### src/design/tdfw_pkg.sv
// tdfw_pkg: types and constants shared by the two-wire frame writer.
// No dependencies; imported by the sequencer, output stage and top level.
package tdfw_pkg;

    localparam int unsigned DELAY_W = 16;
    localparam int unsigned BIT_W   = 3;
    localparam int unsigned SUB_W   = 2;

    localparam logic [DELAY_W-1:0] DELAY_RESET = 16'd100;
    localparam logic [BIT_W-1:0]   LAST_BIT    = 3'd7;

    // sub-step codes inside a segment
    localparam logic [SUB_W-1:0] SUB_0 = 2'd0;
    localparam logic [SUB_W-1:0] SUB_1 = 2'd1;
    localparam logic [SUB_W-1:0] SUB_2 = 2'd2;
    localparam logic [SUB_W-1:0] SUB_3 = 2'd3;

    // segments of one frame byte on the link
    typedef enum logic [1:0] {
        SEG_START,
        SEG_BITS,
        SEG_ACK,
        SEG_STOP
    } t_seg;

    // one pin phase as handed from the sequencer to the output stage
    typedef struct packed {
        logic clk_level;
        logic dio_level;
        logic delayed;
        logic last_phase;
    } t_phase;

endpackage

### src/design/tdfw_seq.sv
// tdfw_seq: input word register and segment/bit/sub-step sequencer.
// Depends on tdfw_pkg; produces one pin phase per step for tdfw_out.
module tdfw_seq (
    input  logic                i_clk,
    input  logic                i_rst_n,
    input  logic                i_valid,
    output logic                o_ready,
    input  logic [7:0]          i_frame_byte,
    input  logic                i_first_byte,
    input  logic                i_last_byte,
    input  logic                i_take,
    output logic                o_phase_valid,
    output tdfw_pkg::t_phase    o_phase
);
    import tdfw_pkg::*;

    logic              r_busy;
    logic              n_busy;
    t_seg              r_seg;
    t_seg              n_seg;
    logic [SUB_W-1:0]  r_sub;
    logic [SUB_W-1:0]  n_sub;
    logic [BIT_W-1:0]  r_bit;
    logic [BIT_W-1:0]  n_bit;
    logic [7:0]        r_byte;
    logic              r_last;
    logic              w_seg_end;
    logic              w_step;
    logic              w_accept;
    logic              w_prev;
    t_phase            w_phase;

    assign w_step   = r_busy && i_take;
    assign o_ready  = i_rst_n && (!r_busy || (w_step && w_phase.last_phase));
    assign w_accept = i_valid && o_ready;
    assign w_prev   = (r_bit == '0) ? 1'b0 : r_byte[r_bit - 1'b1];

    // next state
    always_comb begin
        n_busy    = r_busy;
        n_seg     = r_seg;
        n_sub     = r_sub;
        n_bit     = r_bit;
        w_seg_end = 1'b0;
        unique case (r_seg)
            SEG_START: w_seg_end = (r_sub == SUB_1);
            SEG_BITS:  w_seg_end = (r_sub == SUB_2) && (r_bit == LAST_BIT);
            SEG_ACK:   w_seg_end = (r_sub == SUB_2);
            SEG_STOP:  w_seg_end = (r_sub == SUB_3);
            default:   w_seg_end = 1'b1;
        endcase
        if (w_step) begin
            if (w_phase.last_phase) begin
                n_busy = 1'b0;
            end else if (w_seg_end) begin
                n_sub = SUB_0;
                n_bit = '0;
                unique case (r_seg)
                    SEG_START: n_seg = SEG_BITS;
                    SEG_BITS:  n_seg = SEG_ACK;
                    SEG_ACK:   n_seg = SEG_STOP;
                    default:   n_seg = SEG_STOP;
                endcase
            end else if ((r_seg == SEG_BITS) && (r_sub == SUB_2)) begin
                n_sub = SUB_0;
                n_bit = r_bit + 1'b1;
            end else begin
                n_sub = r_sub + 1'b1;
            end
        end
        if (w_accept) begin
            n_busy = 1'b1;
            n_seg  = i_first_byte ? SEG_START : SEG_BITS;
            n_sub  = SUB_0;
            n_bit  = '0;
        end
    end

    // phase decode
    always_comb begin
        w_phase = '0;
        unique case (r_seg)
            SEG_START: begin
                if (r_sub == SUB_0) begin
                    w_phase = '{clk_level: 1'b1, dio_level: 1'b1, delayed: 1'b1,
                                last_phase: 1'b0};
                end else begin
                    w_phase = '{clk_level: 1'b1, dio_level: 1'b0, delayed: 1'b0,
                                last_phase: 1'b0};
                end
            end
            SEG_BITS: begin
                unique case (r_sub)
                    SUB_0: w_phase = '{clk_level: 1'b0, dio_level: w_prev,
                                       delayed: 1'b0, last_phase: 1'b0};
                    SUB_1: w_phase = '{clk_level: 1'b0, dio_level: r_byte[r_bit],
                                       delayed: 1'b1, last_phase: 1'b0};
                    default: w_phase = '{clk_level: 1'b1, dio_level: r_byte[r_bit],
                                         delayed: 1'b1, last_phase: 1'b0};
                endcase
            end
            SEG_ACK: begin
                unique case (r_sub)
                    SUB_0: w_phase = '{clk_level: 1'b0, dio_level: r_byte[LAST_BIT],
                                       delayed: 1'b1, last_phase: 1'b0};
                    SUB_1: w_phase = '{clk_level: 1'b1, dio_level: r_byte[LAST_BIT],
                                       delayed: 1'b1, last_phase: 1'b0};
                    default: w_phase = '{clk_level: 1'b1, dio_level: 1'b0,
                                         delayed: 1'b0, last_phase: !r_last};
                endcase
            end
            default: begin
                unique case (r_sub)
                    SUB_0, SUB_1: w_phase = '{clk_level: 1'b0, dio_level: 1'b0,
                                              delayed: 1'b1, last_phase: 1'b0};
                    SUB_2: w_phase = '{clk_level: 1'b1, dio_level: 1'b0,
                                       delayed: 1'b1, last_phase: 1'b0};
                    default: w_phase = '{clk_level: 1'b1, dio_level: 1'b1,
                                         delayed: 1'b0, last_phase: 1'b1};
                endcase
            end
        endcase
    end

    assign o_phase_valid = r_busy;
    assign o_phase       = w_phase;

    always_ff @(posedge i_clk) begin
        if (!i_rst_n) begin
            r_busy <= 1'b0;
            r_seg  <= SEG_BITS;
            r_sub  <= SUB_0;
            r_bit  <= '0;
        end else begin
            r_busy <= n_busy;
            r_seg  <= n_seg;
            r_sub  <= n_sub;
            r_bit  <= n_bit;
        end
    end

    always_ff @(posedge i_clk) begin
        if (w_accept) begin
            r_byte <= i_frame_byte;
            r_last <= i_last_byte;
        end
    end

endmodule

### src/design/tdfw_out.sv
// tdfw_out: result register for one pin phase word with valid/ready.
// Depends on tdfw_pkg; fed by tdfw_seq, hold time taken from the delay register.
module tdfw_out (
    input  logic                          i_clk,
    input  logic                          i_rst_n,
    input  logic                          i_phase_valid,
    input  tdfw_pkg::t_phase              i_phase,
    input  logic [tdfw_pkg::DELAY_W-1:0]  i_delay_cycles,
    output logic                          o_take,
    output logic                          o_valid,
    input  logic                          i_ready,
    output logic                          o_clk_level,
    output logic                          o_dio_level,
    output logic [tdfw_pkg::DELAY_W-1:0]  o_hold_cycles,
    output logic                          o_last_phase
);
    import tdfw_pkg::*;

    logic               r_valid;
    logic               n_valid;
    logic               r_clk_level;
    logic               r_dio_level;
    logic [DELAY_W-1:0] r_hold_cycles;
    logic               r_last_phase;
    logic               w_load;

    assign o_take = !r_valid || i_ready;
    assign w_load = i_phase_valid && o_take;

    always_comb begin
        n_valid = r_valid;
        if (w_load) begin
            n_valid = 1'b1;
        end else if (i_ready) begin
            n_valid = 1'b0;
        end
    end

    always_ff @(posedge i_clk) begin
        if (!i_rst_n) begin
            r_valid <= 1'b0;
        end else begin
            r_valid <= n_valid;
        end
    end

    always_ff @(posedge i_clk) begin
        if (w_load) begin
            r_clk_level   <= i_phase.clk_level;
            r_dio_level   <= i_phase.dio_level;
            r_hold_cycles <= i_phase.delayed ? i_delay_cycles : '0;
            r_last_phase  <= i_phase.last_phase;
        end
    end

    assign o_valid       = r_valid;
    assign o_clk_level   = r_clk_level;
    assign o_dio_level   = r_dio_level;
    assign o_hold_cycles = r_hold_cycles;
    assign o_last_phase  = r_last_phase;

endmodule

### src/design/two_wire_display_frame_writer.sv
// two_wire_display_frame_writer: top level of the two-wire frame writer.
// Depends on tdfw_pkg, tdfw_seq and tdfw_out.
//
//  channel   direction  handshake             payload
//  -------   ---------  --------------------  ------------------------------------------
//  frame in  in         i_valid / o_ready     i_frame_byte, i_first_byte, i_last_byte
//  phase out out        o_valid / i_ready     o_clk_level, o_dio_level, o_hold_cycles,
//                                             o_last_phase
//  config    in         i_cfg_we              i_cfg_wdata (delay_cycles)
//
// Phases: each frame word turns into 27 phase words, 29 with a start condition,
//   31 with a stop, 33 with both; one phase word leaves per cycle while i_ready
//   is high, the sequencer stepping one phase each time the result register takes one.
// The next frame word is taken in the cycle its predecessor's final phase goes into
//   the result register, so back-to-back words run with no gap on the output.
// Reset (synchronous, active low) empties the sequencer and result register and
//   sets the delay register to 100; o_ready is low while reset is held.
// A stall on i_ready holds the result register and freezes the sequencer.
module two_wire_display_frame_writer (
    input  logic                          i_clk,
    input  logic                          i_rst_n,
    // frame words
    input  logic                          i_valid,
    output logic                          o_ready,
    input  logic [7:0]                    i_frame_byte,
    input  logic                          i_first_byte,
    input  logic                          i_last_byte,
    // pin phase words
    output logic                          o_valid,
    input  logic                          i_ready,
    output logic                          o_clk_level,
    output logic                          o_dio_level,
    output logic [tdfw_pkg::DELAY_W-1:0]  o_hold_cycles,
    output logic                          o_last_phase,
    // delay register write
    input  logic                          i_cfg_we,
    input  logic [tdfw_pkg::DELAY_W-1:0]  i_cfg_wdata
);
    import tdfw_pkg::*;

    logic [DELAY_W-1:0] r_delay_cycles;
    logic               w_take;
    logic               w_phase_valid;
    t_phase             w_phase;

    // delay register; the user must write it only while the block is idle (unchecked)
    always_ff @(posedge i_clk) begin
        if (!i_rst_n) begin
            r_delay_cycles <= DELAY_RESET;
        end else if (i_cfg_we) begin
            r_delay_cycles <= i_cfg_wdata;
        end
    end

    // start / data bits / ack clock / stop sequencing
    tdfw_seq u_seq (
        .i_clk         (i_clk),
        .i_rst_n       (i_rst_n),
        .i_valid       (i_valid),
        .o_ready       (o_ready),
        .i_frame_byte  (i_frame_byte),
        .i_first_byte  (i_first_byte),
        .i_last_byte   (i_last_byte),
        .i_take        (w_take),
        .o_phase_valid (w_phase_valid),
        .o_phase       (w_phase)
    );

    // result register; resolves hold time from the delay register
    tdfw_out u_out (
        .i_clk          (i_clk),
        .i_rst_n        (i_rst_n),
        .i_phase_valid  (w_phase_valid),
        .i_phase        (w_phase),
        .i_delay_cycles (r_delay_cycles),
        .o_take         (w_take),
        .o_valid        (o_valid),
        .i_ready        (i_ready),
        .o_clk_level    (o_clk_level),
        .o_dio_level    (o_dio_level),
        .o_hold_cycles  (o_hold_cycles),
        .o_last_phase   (o_last_phase)
    );

endmodule

### config.mk
export PLATFORM = sky130hd
export DESIGN_NAME = two_wire_display_frame_writer
export DESIGN_NICKNAME = d
export VERILOG_FILES = /design/src/design/tdfw_pkg.sv /design/src/design/tdfw_seq.sv /design/src/design/tdfw_out.sv /design/src/design/two_wire_display_frame_writer.sv
export SDC_FILE = /design/constraint.sdc
export NUM_CORES = 1
export LEC_CHECK = 0
export BUFFER_PORTS_ARGS = -buffer_cell sky130_fd_sc_hd__buf_2
export CORE_UTILIZATION = 53
export DETAILED_ROUTE_END_ITERATION = 12
export GPL_TIMING_DRIVEN = 0
export PLACE_DENSITY = 0.86
export REMOVE_ABC_BUFFERS = 1
export SLEW_MARGIN = 25
export SYNTH_ARGS = -nofsm -noshare
export SYNTH_HDL_FRONTEND = slang
export SYNTH_SLANG_ARGS = --single-unit
### constraint.sdc
create_clock -name i_clk -period 2.55 [get_ports i_clk]
set_input_delay 0.51 -clock i_clk [delete_from_list [all_inputs] [get_ports i_clk]]
set_output_delay 0.51 -clock i_clk [all_outputs]
set_load 0.005 [all_outputs]
After elaboration in Yosys (flattened, before gate mapping)

Index checks and enable logic that the tools add are counted.

$mul: 0
Bitwise logic cells: 2
Divide/modulo/power cells: 0
Mux-type cells: 26
Reductions and logical operators: 25
$add $sub $neg: 3
Shift operators: 0
Order comparisons: 2
Equal/unequal tests: 8

Operators with widths:

| cell                                                                          | number |
|---|---|
| 4-bit one-hot mux with 2 select lines                                         | 3 |
| 2-bit 2-to-1 mux                                                              | 6 |
| 4-bit one-hot mux with 3 select lines                                         | 1 |
| 2-bit nonzero test                                                            | 5 |
| 1-bit 2-to-1 mux                                                              | 9 |
| 3-bit 2-to-1 mux                                                              | 3 |
| 2-bit equality test (second input constant)                                   | 4 |
| 3-bit by 4-bit less-than comparator with 1-bit output (second input constant) | 2 |
| 1-bit binary-select mux with 3-bit select                                     | 2 |
| 1-bit logical AND                                                             | 6 |
| 3-bit AND reduction                                                           | 2 |
| 2-bit by 1-bit equality test with 1-bit output (second input constant)        | 2 |
| 2-bit zero test                                                               | 2 |
| 1-bit one-hot mux with 4 select lines                                         | 1 |
| 2-bit one-hot mux with 2 select lines                                         | 1 |
| 2-bit AND reduction                                                           | 2 |
| 2-bit OR reduction                                                            | 2 |
| 3-bit by 1-bit adder with 3-bit output (second input constant)                | 1 |
| 3-bit equality test (second input constant)                                   | 1 |
| 1-bit zero test                                                               | 3 |
| 3-bit zero test                                                               | 1 |
| 3-bit by 1-bit subtractor with 3-bit output (second input constant)           | 1 |
| 2-bit by 1-bit adder with 2-bit output (second input constant)                | 1 |
| 1-bit logical OR                                                              | 2 |
| 2 further kinds                                                               | 3 |

Latch bits: 0
Memory bits (writable): 0
Memories: 0
Memory bits (read-only): 0
Output and inout port bits: 21
Logic and storage cells: 78
Input bits: 31
Bits in registers: 53

Longest topological paths before layout

Depth in word-level cells: 12
Mapped depth: 6
Depth with buffers taken out: 6

Hierarchy

From an unflattened synthesis, not the netlist that was laid out.

Cells, all modules: 197
Area total of the unflattened synthesis: 2427.3 sq um

By module, submodules not included:

| module                        | sequential area each (sq um) | cells each | times used | area an instance (sq um) |
|---|---|---|---|---|
| tdfw_seq                      | 430.4                        | 105        | 1          | 1071.0 |
| tdfw_out                      | 590.6                        | 41         | 1          | 748.2 |
| two_wire_display_frame_writer | 320.3                        | 51         | 1          | 608.1 |

Worst setup path before layout

OpenSTA, ideal clock, no wires.

Kind: flip-flop to flip-flop
Start point: register u_seq.r_bit[0]
End point: register u_out.r_dio_level (netlist: u_out.o_dio_level), data pin
Cell stages (with the launch flop): 7
Path buffers: 1
Arrival: 1.646 ns
Setup slack: 0.627 ns
Required time: 2.273 ns
Period minus slack after synthesis: 1.923 ns
Library setup time: 0.277 ns
Path through: dfxtp_1 -> buf_2 -> inv_1 -> ha_1 -> mux4_2 -> mux2i_1 -> o221ai_1

RTL lines:

| item                   | RTL line        | source |
|---|---|---|
| from (decl)            | tdfw_seq.sv:23  | `logic [BIT_W-1:0] r_bit;` |
| from (signal assigned) | tdfw_seq.sv:138 | `r_bit <= n_bit;` |
| to (signal assigned)   | tdfw_out.sv:50  | `r_dio_level <= i_phase.dio_level;` |
| to (decl)              | tdfw_out.sv:22  | `logic r_dio_level;` |

Final worst setup path

Start point: register u_seq.r_seg[1]
End point: output o_ready

Cells in the longest elaborated chain, start to end: 5
Elaborated cells between the ends (all ways): 7
Those cells by class: eq/ne (2); mux (1); reduce/logical (4)

Ends and longest elaborated chain:

| item                                              | RTL line                            | source |
|---|---|---|
| from (decl)                                       | tdfw_seq.sv:19                      | `t_seg r_seg;` |
| from (signal assigned)                            | tdfw_seq.sv:136                     | `r_seg <= n_seg;` |
| 2-bit equality test, or another cell as far along | tdfw_seq.sv:82                      | `unique case (r_seg)` |
| 4-bit one-hot mux with 3 select lines (*)         | tdfw_seq.sv:82                      |  |
| 1-bit logical AND (*)                             | tdfw_seq.sv:34                      | `assign o_ready = i_rst_n && (!r_busy \|\| (w_step && w_phase.last_phase));` |
| 1-bit logical OR (*)                              | tdfw_seq.sv:34                      |  |
| 1-bit logical AND (*)                             | tdfw_seq.sv:34                      |  |
| to (decl)                                         | two_wire_display_frame_writer.sv:24 | `output logic o_ready,` |

Mark *: on every way between the ends. The rest lies on a longest branch, timed or not.

==> impl_metrics.tcl <==
set metrics [dict create \
    synth-seq-area-share_pct 57.5 \
    first_global_vias 1336 \
    portBuffers 51 \
    synthToLayoutAreaGrowth_pct 16.7 \
    slew_headroom_pct 58.5 \
    antenna_found_initial 0 \
    final-hold-violation-count 0 \
    crit_cells 4 \
    hold_depth 2 \
    grt_max_degree 21 \
    post_drt_wl_per_cell_um 13.5 \
    hold_start "i_first_byte" \
    p_sw_share_pct 22.7 \
    p_sw_w 0.000368 \
    cts_root_buf "clkbuf_8" \
    cts_tree "done" \
    ant_nets 0 \
    period_minus_slack_ns 2.33 \
    finClkSkew_ns 0.0105 \
    critical_path.max_fanout 12 \
    endpoint_kind "primary output" \
    vias 1523 \
    synth-async-reset-ratio_pct 0 \
    num_rows 23 \
    drv_cap 0 \
    p_int_w 0.00125 \
    htree_levels 2 \
    pin_count 52 \
    grt_pass1_wl_mm 6.24 \
    worstRegToRegCells 4 \
    layout.nets 276 \
    fin_crit_sh_pct 91.3 \
    setup_viol 0 \
    rsz0062_at_grt "false" \
    pwr_density_cell_mw_per_mm2 595 \
    placedCellCount 283 \
    worst_pin_slew_ns 0.623 \
    yosysTopAreaCell "edfxtp_1" \
    yosys_warnings 0 \
    instances_no_fill 292 \
    netlist.area_leader.share_pct 36.1 \
    place.gp.congestion 0.760 \
    drt_pass1_iterations 4 \
    drc_errors 0 \
    routed_wl_mm 3.94 \
    pwr-share-clk_pct 29.3 \
    critPathLaunchType "flop" \
    synth-edff-count 28 \
    via_per_inst 5.22 \
    overflow 0 \
    arrival_ns 1.82 \
    leakagePower_nw 1.10 \
    synthCells 191 \
    path_delay_family "flip-flops" \
    fin_tns_setup_ns 0 \
    reg2reg_from "u_seq.r_seg[1]" \
    yosys-top-cells-area "edfxtp_1 (36%), dfxtp_1 (21%), mux2i_1 (8.2%), and2_1 (4.8%), mux4_2 (3.9%)" \
    clk_pin_slew_worst_paths_ns 0.08 \
    die_width_um 68.3 \
    avgSynthCellArea_um2 12.2 \
    path_buf_inv 1 \
    die_h_um 68.3 \
    seqPwrFrac_pct 60.0 \
    multiInputGateArea_um2 935 \
    cts_buffers 5 \
    coreArea_mm2 0.00412 \
    fmax_ghz 0.429 \
    seq_area_mm2 0.00134 \
    ys_seq_elements 53 \
    outcome "complete, no violations" \
    synth_area_mm2 0.00233 \
    drt_iter0_markers 82 \
    nFillCells 325 \
    grt_use_total_pct 18.8 \
    yosysUniqueCellTypes 38 \
    hpwl_mm 2.81 \
    drive_above_1_share_pct 30.6 \
    clock_sinks 53 \
    ys.flop_type "edfxtp_1" \
    n_antenna_cell 0 \
    cp-startpoint "u_seq.r_seg[1]" \
    initial_core_util_pct 56.7 \
    clk_path_buf_depth 2 \
    worstHoldPathType "in2reg" \
    crit_chain "nand2_1 > o41ai_4 > and2_1 > buf_2" \
    die_area_mm2 0.00467 \
    power_frac_comb_pct 10.7 \
    vdd.ir_drop.worst_uv 501 \
    clkLatencyLatePin_ns 0.30 \
    slowest_stage "dfxtp_1" \
    crit_type "reg2out" \
    cpPeakStageDelay_ns 0.55 \
    finalMaxSlewViolations 0 \
    required_ns 2.04 \
    cts_setup_buffers 0 \
]
-- per-layer routing --
| metal | global-route usage (%) | vias up | routed length [µm] |
|---|---|---|---|
| met2 | 29.9 | 36 | 1900 |
| met1 | 24.4 | 706 | 1830 |
| met3 | 4.00 | 7 | 141 |
| met4 | 8.33 | 0 | 66 |
| met5 | 0 | - | 0 |
| li1 | - | 774 | - |
-- path summary, 6_finish.rpt --
path,slack [ns],endpoint
max,0.22,o_ready
min,0.38,u_seq.r_seg[0]
max reg2reg,0.40,u_seq.r_byte[6]
min reg2reg,0.47,r_delay_cycles[5]
-- placed cells by master (no fill, tap or decap), types with 7 or more instances in the layout --
cell type / count
nand2_1: 10
buf_2: 51
and2_1: 18
nor2_1: 20
dfxtp_1: 25
mux2i_1: 19
edfxtp_1: 28
nand3_1: 7
-- power by group through the flow --
stage	clock, W	sequential (W)	combinational [W]
after detailed placement	0	0.000992	0.000169
after floorplan	0	0.000991	0.0000915
after global placement	0	0.000989	0.000164
after global routing	0.000517	0.000978	0.000192
final	0.000474	0.000972	0.000173
after CTS	0.000487	0.000973	0.000170
-- registers in the layout, summed over array words and instances, names as in the netlist --
signal / cells
u_out.o_clk_level: 1
u_seq.r_byte: 8
u_out.o_hold_cycles: 16
u_out.o_valid: 1
r_delay_cycles: 16
u_seq.r_seg: 2
u_seq.o_phase_valid: 1
u_seq.r_sub: 2
u_seq.r_last: 1
u_out.o_last_phase: 1
u_seq.r_bit: 3
u_out.o_dio_level: 1
-- Yosys cell counts, types with 2 or more instances --
library cell / number
edfxtp_1: 28
dfxtp_1: 25
nor2_1: 21
mux2i_1: 19
and2_1: 18
nand2_1: 10
a21oi_1: 7
nand3_1: 7
clkbuf_1: 6
nand2b_1: 6
ha_1: 4
inv_1: 4
mux4_2: 4
a31oi_1: 3
nor3_1: 3
buf_2: 2
nor2b_1: 2
xnor2_1: 2
-- area by class of cell --
class / instances / share of cell area [%]
clock buffers: 7 / 3.17
clock inverters: 1 / 0.276
inverters: 5 / 0.690
multi-input cells: 124 / 34.3
flip-flops and latches: 53 / 49.3
well taps: 50 / 2.30
repair buffers: 52 / 9.93
-- kinds of logic (layout without fill, tap and decap cells) --
kind of cell / count (synthesis) / after routing / share of synthesized area (%)
simple gates: 76 / 76 / 17.2
flops: 53 / 53 / 57.5
mux: 24 / 24 / 12.5
compound gates: 18 / 18 / 7.19
buf+inv: 14 / 65 / 2.68
fa+ha+maj: 4 / 4 / 2.15
xor+xnor: 2 / 2 / 0.751
-- what timing repair did --
action / in CTS / in global routing
hold buffers: 0 / 0
resized for setup: 0 / 1
hold endpoints to repair: 0 / 0
setup endpoints to repair: 0 / 9
-- metrics by stage --
step / hold WS [ns] / cell area (µm²) / util, % / worst slack [ns] / total power (W)
finish: 0.383 / 2720 / 66.1 / 0.222 / 0.00162
global route: 0.369 / 2720 / 66.1 / 0.0847 / 0.00169
CTS: 0.373 / 2700 / 65.6 / 0.194 / 0.00163
detailed placement: 0.458 / 2610 / 63.3 / 0.206 / 0.00116
global placement: 0.445 / 2610 / 63.3 / 0.237 / 0.00115
floorplan: 0.431 / 2290 / - / 0.547 / 0.00108
No activity file was read; power rests on OpenSTA's default activity.
